[config.mk]
export PLATFORM = sky130hd
export DESIGN_NAME = char_lcd_4bit_write_sequencer
export DESIGN_NICKNAME = d
export VERILOG_FILES = /design/src/hdl/clcd_pkg.sv /design/src/hdl/clcd_front.sv /design/src/hdl/clcd_queue.sv /design/src/hdl/clcd_back.sv /design/src/hdl/char_lcd_4bit_write_sequencer.sv
export SDC_FILE = /design/constraint.sdc
export NUM_CORES = 1
export LEC_CHECK = 0
export ABC_AREA = 1
export BUFFER_PORTS_ARGS = -buffer_cell sky130_fd_sc_hd__buf_2
export CAP_MARGIN = 10
export CORE_MARGIN = 2
export CORE_UTILIZATION = 45
export DETAILED_ROUTE_END_ITERATION = 10
export PLACE_DENSITY = 0.64
export SLEW_MARGIN = 20
export SYNTH_ARGS = -nofsm -noshare
export SYNTH_HDL_FRONTEND = slang
export SYNTH_SLANG_ARGS = --single-unit
export TNS_END_PERCENT = 100
[constraint.sdc]
create_clock -name clk_i -period 2.7 [get_ports clk_i]
set_input_delay 0.54 -clock clk_i [delete_from_list [all_inputs] [get_ports clk_i]]
set_output_delay 0.54 -clock clk_i [all_outputs]
set_load 0.01 [all_outputs]
[src/hdl/clcd_pkg.sv]
// ----------------------------------------------------------------------------
// clcd_pkg
// Shared types, codes and constants of the character LCD 4-bit write
// sequencer: request codes, register indexes, job descriptor, init program.
// ----------------------------------------------------------------------------
package clcd_pkg;

  // Request codes
  typedef enum logic [1:0] {
    OP_COMMAND = 2'd0,
    OP_DATA    = 2'd1,
    OP_CURSOR  = 2'd2,
    OP_INIT    = 2'd3
  } op_e;

  // Configuration register indexes
  typedef enum logic [2:0] {
    CFG_ENABLE_HIGH_MS  = 3'd0,
    CFG_ENABLE_LOW_MS   = 3'd1,
    CFG_POWER_UP_MS     = 3'd2,
    CFG_FUNCTION_SET    = 3'd3,
    CFG_DISPLAY_CONTROL = 3'd4
  } cfg_idx_e;

  localparam int unsigned CfgIdxW = 3;
  localparam int unsigned CfgDataW = 8;

  localparam logic [7:0] RST_ENABLE_HIGH_MS  = 8'd2;
  localparam logic [7:0] RST_ENABLE_LOW_MS   = 8'd5;
  localparam logic [7:0] RST_POWER_UP_MS     = 8'd40;
  localparam logic [7:0] RST_FUNCTION_SET    = 8'h28;
  localparam logic [7:0] RST_DISPLAY_CONTROL = 8'h0C;

  localparam logic [7:0] CMD_INIT_A = 8'h33;
  localparam logic [7:0] CMD_INIT_B = 8'h32;
  localparam logic [7:0] CMD_HOME   = 8'h02;
  localparam logic [7:0] CMD_CLEAR  = 8'h01;
  localparam logic [7:0] DDRAM_BASE = 8'h80;
  localparam logic [4:0] MAX_COLUMN = 5'd19;

  localparam logic [7:0] WAIT_SHORT_MS = 8'd1;
  localparam logic [7:0] WAIT_LONG_MS  = 8'd2;

  // Step numbers of the init program
  localparam logic [4:0] STEP_POWER_UP  = 5'd0;
  localparam logic [4:0] STEP_INIT_A    = 5'd1;
  localparam logic [4:0] STEP_INIT_B    = 5'd5;
  localparam logic [4:0] STEP_FUNC      = 5'd9;
  localparam logic [4:0] STEP_FUNC_WAIT = 5'd13;
  localparam logic [4:0] STEP_DISP      = 5'd14;
  localparam logic [4:0] STEP_DISP_WAIT = 5'd18;
  localparam logic [4:0] STEP_HOME      = 5'd19;
  localparam logic [4:0] STEP_HOME_WAIT = 5'd23;
  localparam logic [4:0] STEP_CLEAR     = 5'd24;
  localparam logic [4:0] INIT_LAST_STEP = 5'd27;
  localparam logic [4:0] BYTE_LAST_STEP = 5'd3;

  localparam int unsigned QueueDepth = 2;
  localparam int unsigned QueuePtrW = $clog2(QueueDepth);
  localparam int unsigned QueueCntW = $clog2(QueueDepth + 1);

  // Where the byte of a phase comes from
  typedef enum logic [2:0] {
    SRC_REQ   = 3'd0,
    SRC_ZERO  = 3'd1,
    SRC_INITA = 3'd2,
    SRC_INITB = 3'd3,
    SRC_FUNC  = 3'd4,
    SRC_DISP  = 3'd5,
    SRC_HOME  = 3'd6,
    SRC_CLEAR = 3'd7
  } src_e;

  // Hold-time override for wait phases
  typedef enum logic [1:0] {
    WAIT_NONE  = 2'd0,
    WAIT_PU    = 2'd1,
    WAIT_SHORT = 2'd2,
    WAIT_LONG  = 2'd3
  } wait_e;

  typedef struct packed {
    logic       is_init;
    logic       rs;
    logic [7:0] byte_val;
  } job_t;

  typedef struct packed {
    logic [7:0] enable_high_ms;
    logic [7:0] enable_low_ms;
    logic [7:0] power_up_ms;
    logic [7:0] function_set;
    logic [7:0] display_control;
  } cfg_t;

  typedef struct packed {
    src_e       src;
    logic [1:0] phase;
    wait_e      wait_kind;
  } step_desc_t;

  typedef struct packed {
    logic busy;
    logic loading;
  } bk_status_t;

  function automatic logic [7:0] row_offset(input logic [1:0] row);
    logic [7:0] off;
    unique case (row)
      2'd0:    off = 8'h00;
      2'd1:    off = 8'h40;
      2'd2:    off = 8'h14;
      default: off = 8'h54;
    endcase
    return off;
  endfunction

  // Decode one step of the init program
  function automatic step_desc_t init_step(input logic [4:0] step);
    step_desc_t d;
    d.src       = SRC_ZERO;
    d.phase     = 2'd0;
    d.wait_kind = WAIT_NONE;
    priority if (step == STEP_POWER_UP) begin
      d.src       = SRC_ZERO;
      d.wait_kind = WAIT_PU;
    end else if (step < STEP_INIT_B) begin
      d.src   = SRC_INITA;
      d.phase = 2'(step - STEP_INIT_A);
    end else if (step < STEP_FUNC) begin
      d.src   = SRC_INITB;
      d.phase = 2'(step - STEP_INIT_B);
    end else if (step < STEP_FUNC_WAIT) begin
      d.src   = SRC_FUNC;
      d.phase = 2'(step - STEP_FUNC);
    end else if (step == STEP_FUNC_WAIT) begin
      d.src       = SRC_FUNC;
      d.wait_kind = WAIT_SHORT;
    end else if (step < STEP_DISP_WAIT) begin
      d.src   = SRC_DISP;
      d.phase = 2'(step - STEP_DISP);
    end else if (step == STEP_DISP_WAIT) begin
      d.src       = SRC_DISP;
      d.wait_kind = WAIT_LONG;
    end else if (step < STEP_HOME_WAIT) begin
      d.src   = SRC_HOME;
      d.phase = 2'(step - STEP_HOME);
    end else if (step == STEP_HOME_WAIT) begin
      d.src       = SRC_HOME;
      d.wait_kind = WAIT_SHORT;
    end else begin
      d.src   = SRC_CLEAR;
      d.phase = 2'(step - STEP_CLEAR);
    end
    return d;
  endfunction

endpackage

[src/hdl/clcd_front.sv]
// ----------------------------------------------------------------------------
// clcd_front
// Request decoder: classifies a request and turns a cursor move into the
// DDRAM address command, then hands a job to the queue.
// ----------------------------------------------------------------------------
module clcd_front (
  input  logic              in_valid_i,
  output logic              in_ready_o,
  input  logic [1:0]        in_operation_i,
  input  logic [7:0]        in_byte_value_i,
  input  logic [1:0]        in_row_i,
  input  logic [4:0]        in_column_i,
  output logic              job_valid_o,
  input  logic              job_ready_i,
  output clcd_pkg::job_t    job_o
);
  import clcd_pkg::*;

  op_e        op;
  logic [4:0] col_clamped;
  logic [7:0] cursor_addr;

  assign op          = op_e'(in_operation_i);
  // clamp the column to the last visible one
  assign col_clamped = (in_column_i > MAX_COLUMN) ? MAX_COLUMN : in_column_i;
  assign cursor_addr = DDRAM_BASE + row_offset(in_row_i) + {3'b000, col_clamped};

  always_comb begin
    job_o.is_init  = 1'b0;
    job_o.rs       = 1'b0;
    job_o.byte_val = in_byte_value_i;
    unique case (op)
      OP_COMMAND: job_o.rs = 1'b0;
      OP_DATA:    job_o.rs = 1'b1;
      OP_CURSOR:  job_o.byte_val = cursor_addr;
      OP_INIT:    job_o.is_init = 1'b1;
      default:    job_o.is_init = 1'b0;
    endcase
  end

  assign job_valid_o = in_valid_i;
  assign in_ready_o  = job_ready_i;

endmodule

[src/hdl/clcd_queue.sv]
// ----------------------------------------------------------------------------
// clcd_queue
// Two-entry job queue between the request decoder and the phase sequencer.
// ----------------------------------------------------------------------------
module clcd_queue (
  input  logic           clk_i,
  input  logic           rst_ni,
  input  logic           push_valid_i,
  output logic           push_ready_o,
  input  clcd_pkg::job_t push_job_i,
  output logic           pop_valid_o,
  input  logic           pop_ready_i,
  output clcd_pkg::job_t pop_job_o
);
  import clcd_pkg::*;

  job_t                 mem_q [QueueDepth];
  logic [QueuePtrW-1:0] wr_ptr_q, wr_ptr_d;
  logic [QueuePtrW-1:0] rd_ptr_q, rd_ptr_d;
  logic [QueueCntW-1:0] count_q, count_d;
  logic                 push, pop;

  assign push_ready_o = (count_q != QueueCntW'(QueueDepth));
  assign pop_valid_o  = (count_q != '0);
  assign push         = push_valid_i && push_ready_o;
  assign pop          = pop_valid_o && pop_ready_i;
  assign pop_job_o    = mem_q[rd_ptr_q];

  always_comb begin
    wr_ptr_d = wr_ptr_q;
    rd_ptr_d = rd_ptr_q;
    count_d  = count_q;
    if (push) begin
      wr_ptr_d = (wr_ptr_q == QueuePtrW'(QueueDepth - 1)) ? '0 : wr_ptr_q + 1'b1;
    end
    if (pop) begin
      rd_ptr_d = (rd_ptr_q == QueuePtrW'(QueueDepth - 1)) ? '0 : rd_ptr_q + 1'b1;
    end
    if (push && !pop) begin
      count_d = count_q + 1'b1;
    end else if (pop && !push) begin
      count_d = count_q - 1'b1;
    end
  end

  always_ff @(posedge clk_i or negedge rst_ni) begin
    if (!rst_ni) begin
      wr_ptr_q <= '0;
      rd_ptr_q <= '0;
      count_q  <= '0;
    end else begin
      wr_ptr_q <= wr_ptr_d;
      rd_ptr_q <= rd_ptr_d;
      count_q  <= count_d;
    end
  end

  always_ff @(posedge clk_i) begin
    if (push) begin
      mem_q[wr_ptr_q] <= push_job_i;
    end
  end

endmodule

[src/hdl/clcd_back.sv]
// ----------------------------------------------------------------------------
// clcd_back
// Phase sequencer: steps through the bus phases of one job and presents
// each phase in an output register.
// ----------------------------------------------------------------------------
module clcd_back (
  input  logic                 clk_i,
  input  logic                 rst_ni,
  input  clcd_pkg::cfg_t       cfg_i,
  input  logic                 job_valid_i,
  output logic                 job_ready_o,
  input  clcd_pkg::job_t       job_i,
  output logic                 out_valid_o,
  input  logic                 out_ready_i,
  output logic                 out_register_select_o,
  output logic [3:0]           out_data_nibble_o,
  output logic                 out_enable_level_o,
  output logic [7:0]           out_hold_ms_o,
  output logic                 out_last_phase_o,
  output clcd_pkg::bk_status_t status_o
);
  import clcd_pkg::*;

  logic       busy_q, busy_d;
  job_t       job_q;
  logic [4:0] step_q, step_d;
  logic       out_valid_q, out_valid_d;
  logic       rs_q;
  logic [3:0] nib_q;
  logic       en_q;
  logic [7:0] hold_q;
  logic       last_q;

  logic       load, emit;
  step_desc_t desc;
  logic [7:0] cur_byte;
  logic       ph_rs, ph_en, ph_last;
  logic [3:0] ph_nib;
  logic [7:0] ph_hold;

  assign load        = !busy_q && job_valid_i;
  assign job_ready_o = !busy_q;
  assign emit        = busy_q && (!out_valid_q || out_ready_i);

  // decode the current step into pin levels
  always_comb begin
    if (job_q.is_init) begin
      desc = init_step(step_q);
    end else begin
      desc.src       = SRC_REQ;
      desc.phase     = step_q[1:0];
      desc.wait_kind = WAIT_NONE;
    end

    unique case (desc.src)
      SRC_REQ:   cur_byte = job_q.byte_val;
      SRC_ZERO:  cur_byte = 8'h00;
      SRC_INITA: cur_byte = CMD_INIT_A;
      SRC_INITB: cur_byte = CMD_INIT_B;
      SRC_FUNC:  cur_byte = cfg_i.function_set;
      SRC_DISP:  cur_byte = cfg_i.display_control;
      SRC_HOME:  cur_byte = CMD_HOME;
      SRC_CLEAR: cur_byte = CMD_CLEAR;
      default:   cur_byte = 8'h00;
    endcase

    ph_rs = job_q.is_init ? 1'b0 : job_q.rs;
    // waits keep the pins of the low nibble just sent (zero for the power-up wait), enable low
    if (desc.wait_kind != WAIT_NONE || desc.phase[1]) begin
      ph_nib = cur_byte[3:0];
    end else begin
      ph_nib = cur_byte[7:4];
    end
    ph_en = (desc.wait_kind == WAIT_NONE) && !desc.phase[0];

    unique case (desc.wait_kind)
      WAIT_PU:    ph_hold = cfg_i.power_up_ms;
      WAIT_SHORT: ph_hold = WAIT_SHORT_MS;
      WAIT_LONG:  ph_hold = WAIT_LONG_MS;
      default:    ph_hold = ph_en ? cfg_i.enable_high_ms : cfg_i.enable_low_ms;
    endcase

    ph_last = job_q.is_init ? (step_q == INIT_LAST_STEP) : (step_q == BYTE_LAST_STEP);
  end

  always_comb begin
    busy_d      = busy_q;
    step_d      = step_q;
    out_valid_d = out_valid_q;
    if (load) begin
      busy_d = 1'b1;
      step_d = '0;
    end
    if (emit) begin
      out_valid_d = 1'b1;
      if (ph_last) begin
        busy_d = 1'b0;
      end else begin
        step_d = step_q + 1'b1;
      end
    end else if (out_ready_i) begin
      out_valid_d = 1'b0;
    end
  end

  always_ff @(posedge clk_i or negedge rst_ni) begin
    if (!rst_ni) begin
      busy_q      <= 1'b0;
      step_q      <= '0;
      out_valid_q <= 1'b0;
    end else begin
      busy_q      <= busy_d;
      step_q      <= step_d;
      out_valid_q <= out_valid_d;
    end
  end

  always_ff @(posedge clk_i) begin
    if (load) begin
      job_q <= job_i;
    end
    if (emit) begin
      rs_q   <= ph_rs;
      nib_q  <= ph_nib;
      en_q   <= ph_en;
      hold_q <= ph_hold;
      last_q <= ph_last;
    end
  end

  assign out_valid_o           = out_valid_q;
  assign out_register_select_o = rs_q;
  assign out_data_nibble_o     = nib_q;
  assign out_enable_level_o    = en_q;
  assign out_hold_ms_o         = hold_q;
  assign out_last_phase_o      = last_q;

  assign status_o.busy    = busy_q;
  assign status_o.loading = load;

endmodule

[src/hdl/char_lcd_4bit_write_sequencer.sv]
// ----------------------------------------------------------------------------
// char_lcd_4bit_write_sequencer
// Host side of a 4-bit character LCD write: turns command, data, cursor and
// initialize requests into timed bus phases.
// ----------------------------------------------------------------------------
// Each request produces a run of phases (register select, data nibble, enable
// level, hold time in ms, last-phase mark): four for a command, data byte or
// cursor move, twenty-eight for initialization. The block does not time the
// holds itself; the consumer applies hold_ms. A request waits in a two-entry
// queue, is registered into the phase sequencer once it is free, then yields
// one phase per cycle while the output side is ready; a job is loaded only
// after the previous one has emitted its last phase. Registers are to be
// written through the cfg port only while idle; the block itself does not enforce it.
// ----------------------------------------------------------------------------
module char_lcd_4bit_write_sequencer (
  input  logic       clk_i,
  input  logic       rst_ni,
  input  logic       cfg_we_i,
  input  logic [2:0] cfg_index_i,
  input  logic [7:0] cfg_wdata_i,
  input  logic       in_valid_i,
  output logic       in_ready_o,
  input  logic [1:0] in_operation_i,
  input  logic [7:0] in_byte_value_i,
  input  logic [1:0] in_row_i,
  input  logic [4:0] in_column_i,
  output logic       out_valid_o,
  input  logic       out_ready_i,
  output logic       out_register_select_o,
  output logic [3:0] out_data_nibble_o,
  output logic       out_enable_level_o,
  output logic [7:0] out_hold_ms_o,
  output logic       out_last_phase_o
);
  import clcd_pkg::*;

  cfg_t       cfg_q;
  job_t       front_job, queue_job;
  logic       front_valid, front_ready;
  logic       queue_valid, queue_ready;
  bk_status_t bk_status;

  always_ff @(posedge clk_i or negedge rst_ni) begin
    if (!rst_ni) begin
      cfg_q.enable_high_ms  <= RST_ENABLE_HIGH_MS;
      cfg_q.enable_low_ms   <= RST_ENABLE_LOW_MS;
      cfg_q.power_up_ms     <= RST_POWER_UP_MS;
      cfg_q.function_set    <= RST_FUNCTION_SET;
      cfg_q.display_control <= RST_DISPLAY_CONTROL;
    end else if (cfg_we_i) begin
      unique case (cfg_index_i)
        CFG_ENABLE_HIGH_MS:  cfg_q.enable_high_ms  <= cfg_wdata_i;
        CFG_ENABLE_LOW_MS:   cfg_q.enable_low_ms   <= cfg_wdata_i;
        CFG_POWER_UP_MS:     cfg_q.power_up_ms     <= cfg_wdata_i;
        CFG_FUNCTION_SET:    cfg_q.function_set    <= cfg_wdata_i;
        CFG_DISPLAY_CONTROL: cfg_q.display_control <= cfg_wdata_i;
        default:             cfg_q                 <= cfg_q;
      endcase
    end
  end

  clcd_front u_front (
    .in_valid_i      (in_valid_i),
    .in_ready_o      (in_ready_o),
    .in_operation_i  (in_operation_i),
    .in_byte_value_i (in_byte_value_i),
    .in_row_i        (in_row_i),
    .in_column_i     (in_column_i),
    .job_valid_o     (front_valid),
    .job_ready_i     (front_ready),
    .job_o           (front_job)
  );

  clcd_queue u_queue (
    .clk_i        (clk_i),
    .rst_ni       (rst_ni),
    .push_valid_i (front_valid),
    .push_ready_o (front_ready),
    .push_job_i   (front_job),
    .pop_valid_o  (queue_valid),
    .pop_ready_i  (queue_ready),
    .pop_job_o    (queue_job)
  );

  clcd_back u_back (
    .clk_i                 (clk_i),
    .rst_ni                (rst_ni),
    .cfg_i                 (cfg_q),
    .job_valid_i           (queue_valid),
    .job_ready_o           (queue_ready),
    .job_i                 (queue_job),
    .out_valid_o           (out_valid_o),
    .out_ready_i           (out_ready_i),
    .out_register_select_o (out_register_select_o),
    .out_data_nibble_o     (out_data_nibble_o),
    .out_enable_level_o    (out_enable_level_o),
    .out_hold_ms_o         (out_hold_ms_o),
    .out_last_phase_o      (out_last_phase_o),
    .status_o              (bk_status)
  );

`ifndef SYNTHESIS
  // queue can never be full and empty at once
  a_queue_sane: assert property (@(posedge clk_i) disable iff (!rst_ni)
    front_ready || queue_valid)
    else $error("job queue both full and empty");

  // sequencer drops busy only after registering the final phase
  a_done_on_last: assert property (@(posedge clk_i) disable iff (!rst_ni)
    $fell(bk_status.busy) |-> out_valid_o && out_last_phase_o)
    else $error("sequencer finished without a final phase");

  // every request ends with enable low
  a_last_enable_low: assert property (@(posedge clk_i) disable iff (!rst_ni)
    out_valid_o && out_last_phase_o |-> !out_enable_level_o)
    else $error("final phase left enable high");

  // a new job is loaded only while the sequencer is free
  a_load_when_free: assert property (@(posedge clk_i) disable iff (!rst_ni)
    bk_status.loading |-> !bk_status.busy)
    else $error("job loaded while sequencer busy");
`endif

endmodule

Yosys cells after proc, flatten, opt, wreduce, memory -nomap -nowiden
Memory sizes are Yosys's and may differ from the RTL's. A register that Yosys moved wholly into a read port is not among the register bits.
Index checks and enable logic that the tools add are counted.

cells by class
  equality and inequality tests = 25
  add/subtract/negate cells = 13
  mux-type cells = 47
  $lt $le $gt $ge = 6
  reduce and logical (&&, ||, !) cells = 27

operators with widths
  cell                   number
  $pmux W8 S8            1
  $mux W5                9
  $mux W2                15
  $pmux W8 S3            1
  $pmux W7 S3            1
  $mux W8                2
  $eq A3 B3 Y1 const B   5
  $eq A5 B5 Y1 const B   3
  $mux W1                13
  $eq A3 B2 Y1 const B   4
  $eq A2 B2 Y1 const B   5
  $lt A5 B4 Y1 const B   2
  $lt A5 B5 Y1 const B   2
  $reduce_and A2 Y1      5
  $sub A2 B1 Y2 const B  5
  $mux W3                3
  $add A8 B5 Y8          1
  $add A8 B7 Y8 const A  1
  $reduce_bool A2 Y1     4
  $mux W7                1
  $eq A2 B1 Y1 const B   3
  $eq A3 B1 Y1 const B   2
  $logic_and A1 B1 Y1    6
  $logic_not A3 Y1       2
  14 further kinds       22

storage, ports and cells
  RAM bits = 20
  logic and storage cells = 135
  bits in registers = 66
  memories kept = 1

memory list
  memory         words  width  rd ports  clocked after Yosys merged registers in  write ports  RTL line          text
  u_queue.mem_q  2      10     1         1                                        1            clcd_queue.sv:17  job_t mem_q [QueueDepth];

Longest topological paths before layout
  word-level depth = 15
  gate-level depth with buffers = 16

Hierarchy
From an unflattened synthesis, not the netlist that was laid out.

second synthesis, totals
  cell total of the unflattened synthesis = 561
  area, all modules = 4,966.0 µm²

by module, submodules not included
  module                         area each (µm²)  times used  cells each
  clcd_back                      2,089.5          1           251
  char_lcd_4bit_write_sequencer  1,669.1          1           182
  clcd_queue                     974.7            1           81
  clcd_front                     232.7            1           47

Worst setup path after synthesis
OpenSTA, ideal clock, no wires.

  kind = register to register
  start = reg u_queue.count_q[0]
  end = reg u_queue.count_q[1]
  setup time = 131 ps
  arrival = 2,016 ps
  stages on the path, launching flop included = 8
  required time = 2,569 ps
  path slack = 553 ps
  path buffers = 0
  cells stage by stage = dfrtp_1 > inv_1 > a21oi_1 > inv_1 > ha_1 > a21oi_1 > o21ai_0 > xor2_1

between the ends
  cells in the longest elaborated chain, start to end = 5
  elaborated cells between the ends (all ways) = 13

ends and longest elaborated chain
  element                                        RTL line          text
  start, declared                                clcd_queue.sv:20  logic [QueueCntW-1:0] count_q, count_d;
  start signal, assigned                         clcd_queue.sv:54  count_q <= count_d;
  $reduce_bool A2 Y1 (*)                         clcd_queue.sv:24  assign pop_valid_o = (count_q != '0);
  $logic_and A1 B1 Y1 (*)                        --
  via u_back.load                                clcd_back.sv:34   logic load, emit;
  $logic_not A1 Y1                               clcd_queue.sv:39  if (push && !pop) begin
  $logic_and A1 B1 Y1                            clcd_queue.sv:39
  $mux W2 or $reduce_bool A2 Y1 (tied branches)  --

Mark *: on every way through the listed nets, which the timed path passes. The rest lies on a longest branch. The select of a mux whose other input is x is not followed.
A chain may end at the register's enable or synchronous reset.

Final worst setup path
  start = reg u_back.step_q[0]
  end = reg u_back.nib_q[1] (netlist: u_back.out_data_nibble_o[1]) (data pin)

between the ends
  cells in the longest elaborated chain, start to end = 14
  elaborated cells between the ends (all ways) = 50

ends and longest elaborated chain
  element                                                RTL line                          text
  start, declared                                        clcd_back.sv:26                   logic [4:0] step_q, step_d;
  start signal, assigned                                 clcd_back.sv:113                  step_q <= step_d;
  branches (longest 10 deep; another with $lt A5 B5 Y1)  --
  $mux W7 (*)                                            clcd_back.sv:47                   if (job_q.is_init) begin
  $eq A3 B3 Y1, or another cell as far along             clcd_back.sv:55                   unique case (desc.src)
  $pmux W8 S8 or $logic_or A1 B1 Y1 (tied branches)      clcd_back.sv:55, clcd_back.sv:69
  $mux W4 (*)                                            clcd_back.sv:69                   if (desc.wait_kind != WAIT_NONE || desc.phase[1]) begin
  via u_back.ph_nib[1]                                   clcd_back.sv:38                   logic [3:0] ph_nib;
  end signal, assigned                                   clcd_back.sv:124                  nib_q <= ph_nib;
  end, declared                                          clcd_back.sv:29                   logic [3:0] nib_q;

Mark *: on every way through the listed nets, which the timed path passes.

==> out/metrics.csv <==
metric,value,unit
status,"complete, no violations",
"Avg Cell Area, Syn",9.18,µm²
Gate Count Post-Synth,500,
P per Cell Area,1050,nW/µm²
placed insts,677,
Worst EP arrival,2.39,ns
Clk pwr share,18.4,%
Critical Path RT,2.79,ns
dominant cell type by area after synthesis,edfxtp_1,
ys flop type,edfxtp_1,
GPL Wtd Cong,0.926,
Core ar.,9820,µm²
layout cells sized above 1,20.5,%
WS Path Type,reg2reg,
RSZ-0062 raised after global routing,false,
Synth-to-Final Area Change,13.4,%
DR vias/cell,5.04,
Max Clock Freq,0.435,GHz
# IOs,50,
Max-Slew Margin vs Limit,60.2,%
Syn. warnings,0,
die area,11000,µm²
P_sw,2120,µW
port bufs,49,
Comb power frac,38.3,%
Worst path max stage delay,0.52,ns
Cell variety after synth,37,
CP Launch Type,flip-flop,
worst skew pair latency,0.35,ns
routed wire length,9.51,mm
first-pass GRT wire length,16.4,mm
initial antenna violation count,0,
crit path cell chain,inv_2 -> ha_1 -> nand2_1 -> nor2_4 -> inv_2 -> o21ai_0 -> nand2_1 -> nand2_4 -> nor2_2 -> nand2_4 -> a21oi_1 -> nand3_1,
max-slew violation count,0,
htree depth,3,
clock period minus worst slack,2.30,ns
Ant. Diodes,0,
Pre-antenna DRT Iters,6,
Post-DRT Antenna Nets,0,
Tightest Pin Transition,0.595,ns
post_cts resized,0,
"EDFF count, synth",45,
chip width,105,µm
"CP delay by family, top",simple AND/OR/NAND/NOR gates,
root buf cell,clkbuf_8,
asr flop ratio synth,53.1,%
filler cell count in the final layout,991,
die extent in y,105,µm
Sw Share,38.9,%
DRC Markers,0,
synthesized area,4590,µm²
most frequent cells after synthesis,"157 x nand2_1, 55 x o21ai_0, 51 x nand3_1",
CTS max path bufs,2,
drt wl/cell,13.7,µm
worst hold margin,0.0668,ns
CP bufs+invs,2,
Synth area leaders,"edfxtp_1 29%, dfrtp_1 23%, nand2_1 13%",
Row Count,36,
total negative slack,0,ns
Initial Util,46.8,%
Setup Skew,0.0158,ns
post-synth top area share,29.4,%
final setup vio count,0,
Post-CTS Setup Inserts,0,
most common cell in the netlist,nand2_1,
post-synth net total,541,
Int Power,3340,µW
CTS sink count,96,
fin cells,693,
hpwl dp,7.09,mm
Critical Path Start,u_back.step_q[0],
First DRT Iteration DRCs,185,
Hold Path Class,in2async,
crit-path max FO,10,
Flop pwr share,43.3,%
clock-pin slew on the worst setup and hold paths,0.09,ns
CTS Hold Bufs,0,
CTS tree,done,
register area share after synthesis,57.5,%
P_leak,0.00245,µW
vias in the first global route,3448,
max cap viols,0,
cts bufs inserted,9,
crit end category,flip-flop,
RR Startpoint,u_back.step_q[0],
total congestion overflow,0,
fin crit share,85.1,%
largest net degree at the start of global routing,41,
post-synthesis register bit count,96,
GRT Resource Usage Total,18.5,%
slowest CP cell,dfrtp_1,
final hold vios,0,
nets@finish,596,
Max rail drop VDD,431,µV
Vias,3490,
cell type report:
cell class / count / area, µm² / share of cell area (%)
Sequential cell: 96 / 2640 / 50.7
Tap cell: 133 / 166 / 3.20
Clock inverter: 6 / 83.8 / 1.61
Multi-Input combinational cell: 342 / 1700 / 32.7
Clock buffer: 10 / 128 / 2.45
Inverter: 49 / 184 / 3.53
Timing Repair Buffer: 57 / 305 / 5.86
power groups by stage:
stage                     clock [µW]  sequential (µW)  combinational [µW]
after detailed placement           0             2400                2100
final                           1010             2370                2090
after global routing            1100             2420                2390
after CTS                       1030             2370                2110
after global placement             0             2380                2050
after floorplan                    0             2380                1460
sequential cells by signal, indices dropped and copies added, names as in the netlist, 2 cells and up:
| signal | flops |
|---|---|
| u_back.out_data_nibble_o | 4 |
| u_queue.count_q | 2 |
| u_back.step_q | 5 |
| u_queue.mem_q | 20 |
| u_back.out_hold_ms_o | 8 |
| cfg_q | 40 |
| u_back.job_q | 10 |
worst paths after layout:
path                       slack, ns  cells past startpoint                           to
setup / recovery                0.40                     12  u_back.out_data_nibble_o[1]
hold / removal                  0.07                      1             u_queue.rd_ptr_q
hold reg to reg                 0.49                      2                    cfg_q[39]
setup reg to reg                0.40                     12  u_back.out_data_nibble_o[1]
min in group clk_i              0.45                      4           u_back.out_valid_o
max in group asynchronous       1.81                      2                    cfg_q[13]
stage by stage:
stage / util (%) / total power, µW / area (µm²) / setup slack (ns)
floorplan: - / 3840 / 4590 / 0.553
global placement: 50.9 / 4430 / 5000 / 0.473
detailed placement: 50.9 / 4500 / 5000 / 0.414
CTS: 53.0 / 5510 / 5210 / 0.397
global route: 53.0 / 5910 / 5210 / 0.239
finish: 53.0 / 5460 / 5210 / 0.402
placed cells by master, fill, tap and decap left out, types with 2 or more instances in the layout:
master and count:
nand2_1 157, o21ai_0 55, nand3_1 51, buf_2 49, edfxtp_1 45, dfrtp_1 42
inv_1 39, nor2_1 23, dfstp_2 9, clkbuf_8 9, inv_2 8, ha_1 8
buf_4 8, nand2_2 6, a21oi_1 6, nor2_2 5, nand2_4 4, nor3_1 3
xnor2_1 3, mux2_2 3, clkinv_2 3, nand3_2 2, clkinv_1 2, xor2_1 2
bufinv_16 2
layer usage:
metal	vias up	share of wire [%]	global-route usage, %
li1	1755	-	-
met1	1672	47	24.6
met2	52	49	31.5
met3	11	2.5	3.24
met4	0	1.0	4.67
met5	-	0	0
cell families after synthesis:
family | after synthesis | share of synthesized area (%)
adder cells (fa/ha/maj) | 8 | 2.18
AO/OA/AOI/OAI | 68 | 8.07
XOR/XNOR | 5 | 0.954
flip-flops | 96 | 57.5
buffers and inverters | 62 | 5.45
multiplexers | 4 | 0.954
AND/OR/NAND/NOR | 257 | 24.9
(Power assumes the default switching activity.)
